--- src/rtl/tsfm_pkg.sv ---
// Shared types and constants of the touch sample filter and mapper.
// Holds the input and result item structs, register indexes and reset values.
// Depends on nothing; used by touch_sample_filter_mapper.
package tsfm_pkg;

  // Field widths.
  localparam int RAW_W     = 12;
  localparam int PT_W      = 11;
  localparam int CFG_IDX_W = 3;
  localparam int PROD_W    = 2 * RAW_W;
  localparam int STEP_W    = 5;

  // Largest coordinate the result fields hold.
  localparam logic [RAW_W-1:0] PT_MAX = 12'd2047;

  // Configuration register indexes.
  localparam logic [CFG_IDX_W-1:0] REG_SCREEN_WIDTH  = 3'd0;
  localparam logic [CFG_IDX_W-1:0] REG_SCREEN_HEIGHT = 3'd1;
  localparam logic [CFG_IDX_W-1:0] REG_X_RAW_MIN     = 3'd2;
  localparam logic [CFG_IDX_W-1:0] REG_X_RAW_MAX     = 3'd3;
  localparam logic [CFG_IDX_W-1:0] REG_Y_RAW_MIN     = 3'd4;
  localparam logic [CFG_IDX_W-1:0] REG_Y_RAW_MAX     = 3'd5;
  localparam logic [CFG_IDX_W-1:0] REG_PRESS_THRESH  = 3'd6;

  // Register reset values.
  localparam logic [RAW_W-1:0] RST_SCREEN_WIDTH  = 12'd320;
  localparam logic [RAW_W-1:0] RST_SCREEN_HEIGHT = 12'd240;
  localparam logic [RAW_W-1:0] RST_RAW_MIN       = 12'd300;
  localparam logic [RAW_W-1:0] RST_RAW_MAX       = 12'd3800;
  localparam logic [RAW_W-1:0] RST_PRESS_THRESH  = 12'd200;

  // One raw touch sample.
  typedef struct packed {
    logic [RAW_W-1:0] x_raw;
    logic [RAW_W-1:0] y_raw;
    logic [RAW_W-1:0] pressure_raw;
    logic             reads_ok;
  } tsfm_in_t;

  // One reported touch point.
  typedef struct packed {
    logic            pressed;
    logic [PT_W-1:0] point_x;
    logic [PT_W-1:0] point_y;
  } tsfm_out_t;

endpackage

--- src/rtl/touch_sample_filter_mapper.sv ---
// Touch sample filter and screen mapper, top level.
// Uses tsfm_pkg for the item structs, register indexes and reset values.
// A press runs through one bit-serial datapath per axis: the ring is summed
// one entry per cycle, the average is formed by a restoring divider that
// retires one quotient bit per cycle, the scale product is built by a
// shift-add multiplier one bit per cycle, and the same divider then retires
// the 24-bit scale quotient; a release goes straight to the result load.
// One item is worked on at a time; the next one can be accepted in the cycle
// after the previous result is loaded into the output register, even if it
// has not been taken yet. Configuration writes are accepted in every cycle.
module touch_sample_filter_mapper #(
  parameter int AVG_DEPTH = 4
) (
  input  logic                                clk,
  input  logic                                rst_n,
  input  logic                                in_valid,
  output logic                                in_ready,
  input  tsfm_pkg::tsfm_in_t                  in_data,
  output logic                                out_valid,
  input  logic                                out_ready,
  output tsfm_pkg::tsfm_out_t                 out_data,
  input  logic                                cfg_valid,
  output logic                                cfg_ready,
  input  logic [tsfm_pkg::CFG_IDX_W-1:0]      cfg_index,
  input  logic [tsfm_pkg::RAW_W-1:0]          cfg_data
);
  import tsfm_pkg::*;

  localparam int IDX_W = (AVG_DEPTH > 1) ? $clog2(AVG_DEPTH) : 1;
  localparam int SUM_W = RAW_W + $clog2(AVG_DEPTH);
  localparam int PAD_W = PROD_W - SUM_W;

  // Sequencer states.
  localparam logic [2:0] ST_IDLE  = 3'd0;
  localparam logic [2:0] ST_SUM   = 3'd1;
  localparam logic [2:0] ST_AVG   = 3'd2;
  localparam logic [2:0] ST_CLAMP = 3'd3;
  localparam logic [2:0] ST_MUL   = 3'd4;
  localparam logic [2:0] ST_DIV   = 3'd5;
  localparam logic [2:0] ST_FIN   = 3'd6;

  // Configuration registers.
  logic [RAW_W-1:0] sw_r, sh_r, xmin_r, xmax_r, ymin_r, ymax_r, thr_r;

  // Averaging ring and hold state.
  logic [RAW_W-1:0] ring_x_r [AVG_DEPTH];
  logic [RAW_W-1:0] ring_y_r [AVG_DEPTH];
  logic [IDX_W-1:0] pos_r, pos_nxt;
  logic [PT_W-1:0]  held_x_r, held_y_r;

  // Sequencer and current item.
  logic [2:0]        state_r;
  logic [STEP_W-1:0] cnt_r;
  logic              press_r;
  logic [RAW_W-1:0]  cur_x_r, cur_y_r;

  // Per-axis lanes: index 0 is X, index 1 is Y.
  logic [SUM_W-1:0]  sum_r     [2];
  logic [SUM_W-1:0]  sum_nxt   [2];
  logic [RAW_W-1:0]  rem_r     [2];
  logic [RAW_W-1:0]  rem_nxt   [2];
  logic [PROD_W-1:0] dvd_r     [2];
  logic [PROD_W-1:0] dvd_nxt   [2];
  logic [RAW_W-1:0]  dsr_r     [2];
  logic [RAW_W-1:0]  mhi_r     [2];
  logic [RAW_W-1:0]  mhi_nxt   [2];
  logic [RAW_W-1:0]  mlo_r     [2];
  logic [RAW_W-1:0]  mlo_nxt   [2];
  logic [RAW_W-1:0]  mcand_r   [2];
  logic [RAW_W-1:0]  mcand_nxt [2];
  logic [RAW_W-1:0]  lane_lo   [2];
  logic [RAW_W-1:0]  lane_hi   [2];
  logic [RAW_W-1:0]  lane_sz   [2];
  logic [RAW_W-1:0]  lane_add  [2];
  logic [RAW_W-1:0]  lane_q    [2];
  logic              lane_deg  [2];
  logic [RAW_W-1:0]  avg_v     [2];
  logic [RAW_W:0]    div_t     [2];
  logic [RAW_W:0]    div_r     [2];
  logic              div_ge    [2];
  logic [RAW_W:0]    mul_t     [2];

  // Result staging.
  logic              out_valid_r;
  tsfm_out_t         out_r;
  logic              in_press;
  logic [RAW_W-1:0]  ent_x, ent_y;
  logic [RAW_W-1:0]  fit_vx, fit_vy;
  logic signed [RAW_W:0] py_s;
  logic [PT_W-1:0]   fit_x, fit_y;

  assign in_ready  = (state_r == ST_IDLE);
  assign out_valid = out_valid_r;
  assign out_data  = out_r;
  assign cfg_ready = 1'b1;

  // A press needs good conversions and pressure strictly above threshold.
  assign in_press = in_data.reads_ok && (in_data.pressure_raw > thr_r);

  assign pos_nxt = (pos_r == IDX_W'(AVG_DEPTH - 1)) ? '0 : pos_r + 1'b1;

  // Ring entry under the sum count; a zero X entry stands for the current item.
  assign ent_x = ring_x_r[cnt_r[IDX_W-1:0]];
  assign ent_y = ring_y_r[cnt_r[IDX_W-1:0]];

  // Per-lane step logic: accumulate, divide one bit, clamp, multiply one bit.
  always_comb begin
    lane_lo[0] = xmin_r;
    lane_hi[0] = xmax_r;
    lane_sz[0] = sw_r;
    lane_lo[1] = ymin_r;
    lane_hi[1] = ymax_r;
    lane_sz[1] = sh_r;
    lane_add[0] = (ent_x == '0) ? cur_x_r : ent_x;
    lane_add[1] = (ent_x == '0) ? cur_y_r : ent_y;
    for (int l = 0; l < 2; l++) begin
      sum_nxt[l] = sum_r[l] + SUM_W'(lane_add[l]);

      // Restoring divider step.
      div_t[l]   = {rem_r[l], dvd_r[l][PROD_W-1]};
      div_ge[l]  = (div_t[l] >= {1'b0, dsr_r[l]});
      div_r[l]   = div_ge[l] ? (div_t[l] - {1'b0, dsr_r[l]}) : div_t[l];
      rem_nxt[l] = div_r[l][RAW_W-1:0];
      dvd_nxt[l] = {dvd_r[l][PROD_W-2:0], div_ge[l]};

      // Clamp the average to the raw window and take the offset from min.
      avg_v[l] = dvd_r[l][RAW_W-1:0];
      if (avg_v[l] < lane_lo[l]) begin
        mcand_nxt[l] = '0;
      end else if (avg_v[l] > lane_hi[l]) begin
        mcand_nxt[l] = lane_hi[l] - lane_lo[l];
      end else begin
        mcand_nxt[l] = avg_v[l] - lane_lo[l];
      end
      lane_deg[l] = (lane_hi[l] <= lane_lo[l]);

      // Shift-add multiplier step, multiplier bits leave at the bottom.
      mul_t[l]   = {1'b0, mhi_r[l]} + (mlo_r[l][0] ? {1'b0, mcand_r[l]} : '0);
      mhi_nxt[l] = mul_t[l][RAW_W:1];
      mlo_nxt[l] = {mul_t[l][0], mlo_r[l][RAW_W-1:1]};

      lane_q[l] = lane_deg[l] ? '0 : dvd_r[l][RAW_W-1:0];
    end
  end

  // Fit the scaled point to the screen; Y is inverted first.
  always_comb begin
    fit_vx = (lane_q[0] >= sw_r) ? (sw_r - 1'b1) : lane_q[0];
    if (sw_r == '0) begin
      fit_x = '0;
    end else if (fit_vx > PT_MAX) begin
      fit_x = PT_MAX[PT_W-1:0];
    end else begin
      fit_x = fit_vx[PT_W-1:0];
    end

    py_s   = $signed({1'b0, sh_r}) - 13'sd1 - $signed({1'b0, lane_q[1]});
    fit_vy = (py_s[RAW_W-1:0] >= sh_r) ? (sh_r - 1'b1) : py_s[RAW_W-1:0];
    if (sh_r == '0 || py_s < 0) begin
      fit_y = '0;
    end else if (fit_vy > PT_MAX) begin
      fit_y = PT_MAX[PT_W-1:0];
    end else begin
      fit_y = fit_vy[PT_W-1:0];
    end
  end

  // Configuration, ring and sequencer.
  always_ff @(posedge clk) begin
    if (!rst_n) begin
      sw_r        <= RST_SCREEN_WIDTH;
      sh_r        <= RST_SCREEN_HEIGHT;
      xmin_r      <= RST_RAW_MIN;
      xmax_r      <= RST_RAW_MAX;
      ymin_r      <= RST_RAW_MIN;
      ymax_r      <= RST_RAW_MAX;
      thr_r       <= RST_PRESS_THRESH;
      for (int i = 0; i < AVG_DEPTH; i++) begin
        ring_x_r[i] <= '0;
        ring_y_r[i] <= '0;
      end
      pos_r       <= '0;
      held_x_r    <= '0;
      held_y_r    <= '0;
      state_r     <= ST_IDLE;
      cnt_r       <= '0;
      press_r     <= 1'b0;
      out_valid_r <= 1'b0;
    end else begin
      // Register writes.
      if (cfg_valid) begin
        case (cfg_index)
          REG_SCREEN_WIDTH:  sw_r   <= cfg_data;
          REG_SCREEN_HEIGHT: sh_r   <= cfg_data;
          REG_X_RAW_MIN:     xmin_r <= cfg_data;
          REG_X_RAW_MAX:     xmax_r <= cfg_data;
          REG_Y_RAW_MIN:     ymin_r <= cfg_data;
          REG_Y_RAW_MAX:     ymax_r <= cfg_data;
          REG_PRESS_THRESH:  thr_r  <= cfg_data;
          default: ;
        endcase
      end

      // The result item leaves when taken; in ST_FIN a taken item is replaced
      // by the new load below.
      if (out_ready && state_r != ST_FIN) begin
        out_valid_r <= 1'b0;
      end

      case (state_r)
        ST_IDLE: begin
          if (in_valid) begin
            cur_x_r <= in_data.x_raw;
            cur_y_r <= in_data.y_raw;
            press_r <= in_press;
            if (in_press) begin
              ring_x_r[pos_r] <= in_data.x_raw;
              ring_y_r[pos_r] <= in_data.y_raw;
              pos_r           <= pos_nxt;
              sum_r[0]        <= '0;
              sum_r[1]        <= '0;
              cnt_r           <= '0;
              state_r         <= ST_SUM;
            end else begin
              for (int i = 0; i < AVG_DEPTH; i++) begin
                ring_x_r[i] <= '0;
                ring_y_r[i] <= '0;
              end
              state_r <= ST_FIN;
            end
          end
        end

        // One ring entry per cycle into each lane's sum.
        ST_SUM: begin
          for (int l = 0; l < 2; l++) begin
            sum_r[l] <= sum_nxt[l];
          end
          if (cnt_r == STEP_W'(AVG_DEPTH - 1)) begin
            for (int l = 0; l < 2; l++) begin
              rem_r[l] <= '0;
              dvd_r[l] <= {sum_nxt[l], PAD_W'(0)};
              dsr_r[l] <= RAW_W'(AVG_DEPTH);
            end
            cnt_r   <= '0;
            state_r <= ST_AVG;
          end else begin
            cnt_r <= cnt_r + 1'b1;
          end
        end

        // Average: one quotient bit per cycle.
        ST_AVG: begin
          for (int l = 0; l < 2; l++) begin
            rem_r[l] <= rem_nxt[l];
            dvd_r[l] <= dvd_nxt[l];
          end
          if (cnt_r == STEP_W'(SUM_W - 1)) begin
            cnt_r   <= '0;
            state_r <= ST_CLAMP;
          end else begin
            cnt_r <= cnt_r + 1'b1;
          end
        end

        // Window clamp; set up the multiplier and the scale divisor.
        ST_CLAMP: begin
          for (int l = 0; l < 2; l++) begin
            mcand_r[l] <= mcand_nxt[l];
            mhi_r[l]   <= '0;
            mlo_r[l]   <= lane_sz[l];
            dsr_r[l]   <= lane_hi[l] - lane_lo[l];
          end
          state_r <= ST_MUL;
        end

        // Offset times screen size, one multiplier bit per cycle.
        ST_MUL: begin
          for (int l = 0; l < 2; l++) begin
            mhi_r[l] <= mhi_nxt[l];
            mlo_r[l] <= mlo_nxt[l];
          end
          if (cnt_r == STEP_W'(RAW_W - 1)) begin
            for (int l = 0; l < 2; l++) begin
              rem_r[l] <= '0;
              dvd_r[l] <= {mhi_nxt[l], mlo_nxt[l]};
            end
            cnt_r   <= '0;
            state_r <= ST_DIV;
          end else begin
            cnt_r <= cnt_r + 1'b1;
          end
        end

        // Product over window span, one quotient bit per cycle.
        ST_DIV: begin
          for (int l = 0; l < 2; l++) begin
            rem_r[l] <= rem_nxt[l];
            dvd_r[l] <= dvd_nxt[l];
          end
          if (cnt_r == STEP_W'(PROD_W - 1)) begin
            cnt_r   <= '0;
            state_r <= ST_FIN;
          end else begin
            cnt_r <= cnt_r + 1'b1;
          end
        end

        // Load the result item once the output register is free.
        ST_FIN: begin
          if (!out_valid_r || out_ready) begin
            out_valid_r   <= 1'b1;
            out_r.pressed <= press_r;
            if (press_r) begin
              held_x_r      <= fit_x;
              held_y_r      <= fit_y;
              out_r.point_x <= fit_x;
              out_r.point_y <= fit_y;
            end else begin
              out_r.point_x <= held_x_r;
              out_r.point_y <= held_y_r;
            end
            state_r <= ST_IDLE;
          end
        end

        default: begin
          state_r <= ST_IDLE;
        end
      endcase
    end
  end

  // A finished item never overwrites a result that is still waiting.
  a_fin_waits: assert property (@(posedge clk) disable iff (!rst_n)
    (state_r == ST_FIN && out_valid_r && !out_ready) |=> (state_r == ST_FIN))
    else $error("finished item overwrote a waiting result");

  // The X lane divider remainder stays below a nonzero divisor.
  a_rem_bound: assert property (@(posedge clk) disable iff (!rst_n)
    ((state_r == ST_AVG || state_r == ST_DIV) && dsr_r[0] != '0)
      |-> (rem_r[0] < dsr_r[0]))
    else $error("divider remainder out of range");

  // An accepted item always starts work.
  a_accept_busy: assert property (@(posedge clk) disable iff (!rst_n)
    (in_valid && in_ready) |=> (state_r != ST_IDLE))
    else $error("accepted item did not start");

endmodule
--- config.mk ---
export PLATFORM = sky130hd
export DESIGN_NAME = touch_sample_filter_mapper
export DESIGN_NICKNAME = d
export VERILOG_FILES = /design/src/rtl/tsfm_pkg.sv /design/src/rtl/touch_sample_filter_mapper.sv
export SDC_FILE = /design/constraint.sdc
export NUM_CORES = 1
export LEC_CHECK = 0
export ABC_CLOCK_PERIOD_IN_PS = 4850
export BUFFER_PORTS_ARGS = -buffer_cell sky130_fd_sc_hd__buf_2
export CAP_MARGIN = 20
export CORE_UTILIZATION = 57
export DETAILED_ROUTE_END_ITERATION = 10
export HOLD_SLACK_MARGIN = 0.12
export MAX_ROUTING_LAYER = met4
export PLACE_DENSITY = 0.77
export REMOVE_ABC_BUFFERS = 1
export SYNTH_ARGS = -nofsm -noshare
export SYNTH_HDL_FRONTEND = slang
export SYNTH_SLANG_ARGS = --single-unit
--- constraint.sdc ---
create_clock -name clk -period 4.85 [get_ports clk]
set_input_delay 0.7275 -clock clk [delete_from_list [all_inputs] [get_ports clk]]
set_output_delay 0.7275 -clock clk [all_outputs]
set_load 0.05 [all_outputs]
==> out/results.ini <==
[worst_setup_path]
cp.required_ns=5.18
r2r_cells=31
cpMaxStageDelayCell=fa_2
r2r_start=ymax_r[0]$_SDFFE_PN0P_
crit_start=ymax_r[0]$_SDFFE_PN0P_
path_class=flip-flop to flip-flop
crit_path_max_incr_delay_ns=0.38
regToRegSetupSlack_ns=-0.54
crit_fanout=6
startpoint_type=flip-flop
crit_path_end=out_data[8]$_DFFE_PP_
critPathArrivalTime_ns=5.72
reg2reg_to=out_data[8]$_DFFE_PP_
path_common_cell=buf_4
worstSetupEndpointType=flip-flop

[logic_synthesis]
avgSynthCellArea_um2=10.4
syn_area_mm2=0.0264
syn_inst=2548
seq_area_frac_synth_pct=47.7
yosysMostFrequentCell=edfxtp_1
yosysTopAreaCellShare_pct=38.6
synth_area_leaders=edfxtp_1 (39%), ha_1 (9.5%), dfxtp_1 (9.1%), nand2_1 (4.2%), a21oi_1 (3.3%)
synth_edf_count=339
synth_cell_types=86
post-synth-top-area-cell=edfxtp_1
synth_warnings=0
async_flop_share_pct=0
ys_ff_latch=459
synth_common_cells=edfxtp_1 (339), nand2_1 (295), nor2_1 (205)
ys.flop_type=edfxtp_1

[clocking]
path_clk_slew_ns=0.06
cts_num_sinks=459
htreeDepth=2
clkLatencyLatePin_ns=0.61
cts_inserted_buffers=49
hold_buffers=0
cts_tree=yes
cts-root-buf=clkbuf_16
clk_path_buf_depth=3

[placement]
dp_hpwl_um=47900
io_buffers=81
dp_cells=3240
place_congestion=0.970

[sta]
setup_tns_ns=-9.84
hold_ws_ns=0.335
worst_pin_slew_ns=1.06
setup_ws_ns=-0.537
period_share_pct=111
hold_viol_final=0
slew_violations=0
rsz0062_at_grt=true
maxSlewHeadroom_pct=29.5
finalSetupViolCount=22
fin_skew_ns=0.0271
fin_crit_ns=5.39
max_freq_mhz=186

[routing]
met3_length_um=4430
drc=0
wl_um=67900
vias_per_cell=6.04
vias=20300
top_layer_used=met4
m1WireLength_um=29400
dr.pass1.iters=5
wire_per_inst_um=20.2
final_antenna_net_count=0
route.met2.wl_um=32000
detail_route.iter0.violations=1828

[grt]
grt_pass1_vias=20100
grt_pass1_wl_um=107000
grt-ovfl-total=0
grt_start_max_net_pins=73
track_usage_pct=29.7
antenna_found_initial=1

[floorplanning]
rows=78
die_h_um=217
initial_core_util_pct=58.0
die-width_um=217
die_area_mm2=0.0471
core_area_mm2=0.0455
ios=83

[pwr]
peakVddDrop_uv=452
leakage_uw=0.0121
cellPowerDensity_mw_per_mm2=460

[job]
cap_violations=0

[finish]
area_growth_pct=14.2
drive_above_1_share_pct=14.9
layout.nets=2994
layout.cells.non_filler=3365

[min_path]
hold_depth=1
min-delay-path-class=primary input to flip-flop

[run_status]
violations=setup timing
outcome=finished, violations left

==> per-stage QoR <==
step	setup slack, ns	power (uW)	area [um^2]	utilization, %
global placement	-0.522	9530	27900	61.4
CTS	-0.336	13700	29900	65.8
floorplan	-0.839	8300	26000	-
finish	-0.537	13900	30100	66.3
global route	-0.710	14500	30100	66.3
detailed placement	-0.647	9680	27900	61.5
==> final cells by class <==
class                   instances  area [um^2]
fillers                      3496        15300
multi-input cells            1848        13100
flip-flops and latches        459        12600
repair buffers                217         1520
clock buffers                  64         1330
well taps                     600          751
inverters                     151          567
clock inverters                25          300
diodes                          1         2.50
==> layer usage <==
metal  track usage (%)  vias up
met5                 -        -
met4              10.4        0
met3              4.23      169
met2              47.0      689
met1              39.2     9871
li1                  -     9606
==> state kept, by name, summed over array words and instances, names as in the netlist, 23 cells and up, named ones only <==
signal	count
ring_x_r	48
rem_r	24
sum_r	28
mhi_r	24
mcand_r	24
dvd_r	48
out_data	23
dsr_r	24
mlo_r	24
ring_y_r	48
==> what timing repair did <==
action / in CTS / in global routing
buffers inserted: 29 / 4
pin swaps: 16 / 16
hold endpoints to repair: 0 / 0
setup endpoints to repair: 22 / 30
gates cloned: 1 / 0
gates resized for setup: 31 / 31
==> worst max-delay path, delay by kind of cell (launching register included) <==
kind            cells  cell delay [ns]
fa+ha+maj           3             0.82
xor+xnor            1             0.19
flops               1             0.33
simple gates        5             0.75
compound gates      9             1.45
buf+inv            13             1.57
==> cells by family (layout without fill, tap and decap cells) <==
| kind of cell | Yosys count | in the layout | synth area share (%) |
|---|---|---|---|
| xor gates and xnor gates | 117 | 117 | 3.88 |
| DFF | 459 | 459 | 47.7 |
| and+or+nand+nor | 873 | 873 | 15.9 |
| muxes | 70 | 70 | 3.96 |
| AOI/OAI and AO/OA | 576 | 576 | 14.5 |
| buffers and inverters | 241 | 457 | 3.75 |
| adders and majority gates | 211 | 211 | 10.3 |
| other | 1 | 2 | 0.0142 |
==> report_power, final <==
group / internal (uW) / total (uW) / switching [uW]
logic: 2060 / 4840 / 2780
clock network: 2220 / 3840 / 1620
registers: 4900 / 5170 / 272
==> cell usage in the layout (no fill, tap or decap), drive strengths merged, types with 14 or more instances in the layout <==
cell    count
a211oi     21
a21o       56
a21oi     178
a22o       29
and2      138
and3       23
buf       217
clkbuf     64
clkinv     15
dfxtp     120
edfxtp    339
ha        200
inv       154
mux2       25
mux2i      21
mux4       24
nand2     295
nand2b     34
nand3      34
nand4      25
nor2      205
nor2b      43
nor3       32
nor4       14
o211ai     39
o21a       29
o21ai      90
o31ai      16
xnor2      82
xor2       35
==> worst min path at each step <==
stage                             start                        to  slack, ns
2_1_floorplan  held_y_r[0]$_SDFFE_PN0P_  held_y_r[0]$_SDFFE_PN0P_       0.43
3_3_place_gp   held_y_r[2]$_SDFFE_PN0P_  held_y_r[2]$_SDFFE_PN0P_       0.44
3_5_place_dp   held_y_r[0]$_SDFFE_PN0P_  held_y_r[0]$_SDFFE_PN0P_       0.45
4_1_cts                     in_data[21]      cur_y_r[8]$_DFFE_PP_       0.32
5_1_grt                     in_data[21]      cur_y_r[8]$_DFFE_PP_       0.32
6_report                    in_data[21]      cur_y_r[8]$_DFFE_PP_       0.34
No activity file was read; power rests on OpenSTA's default activity.
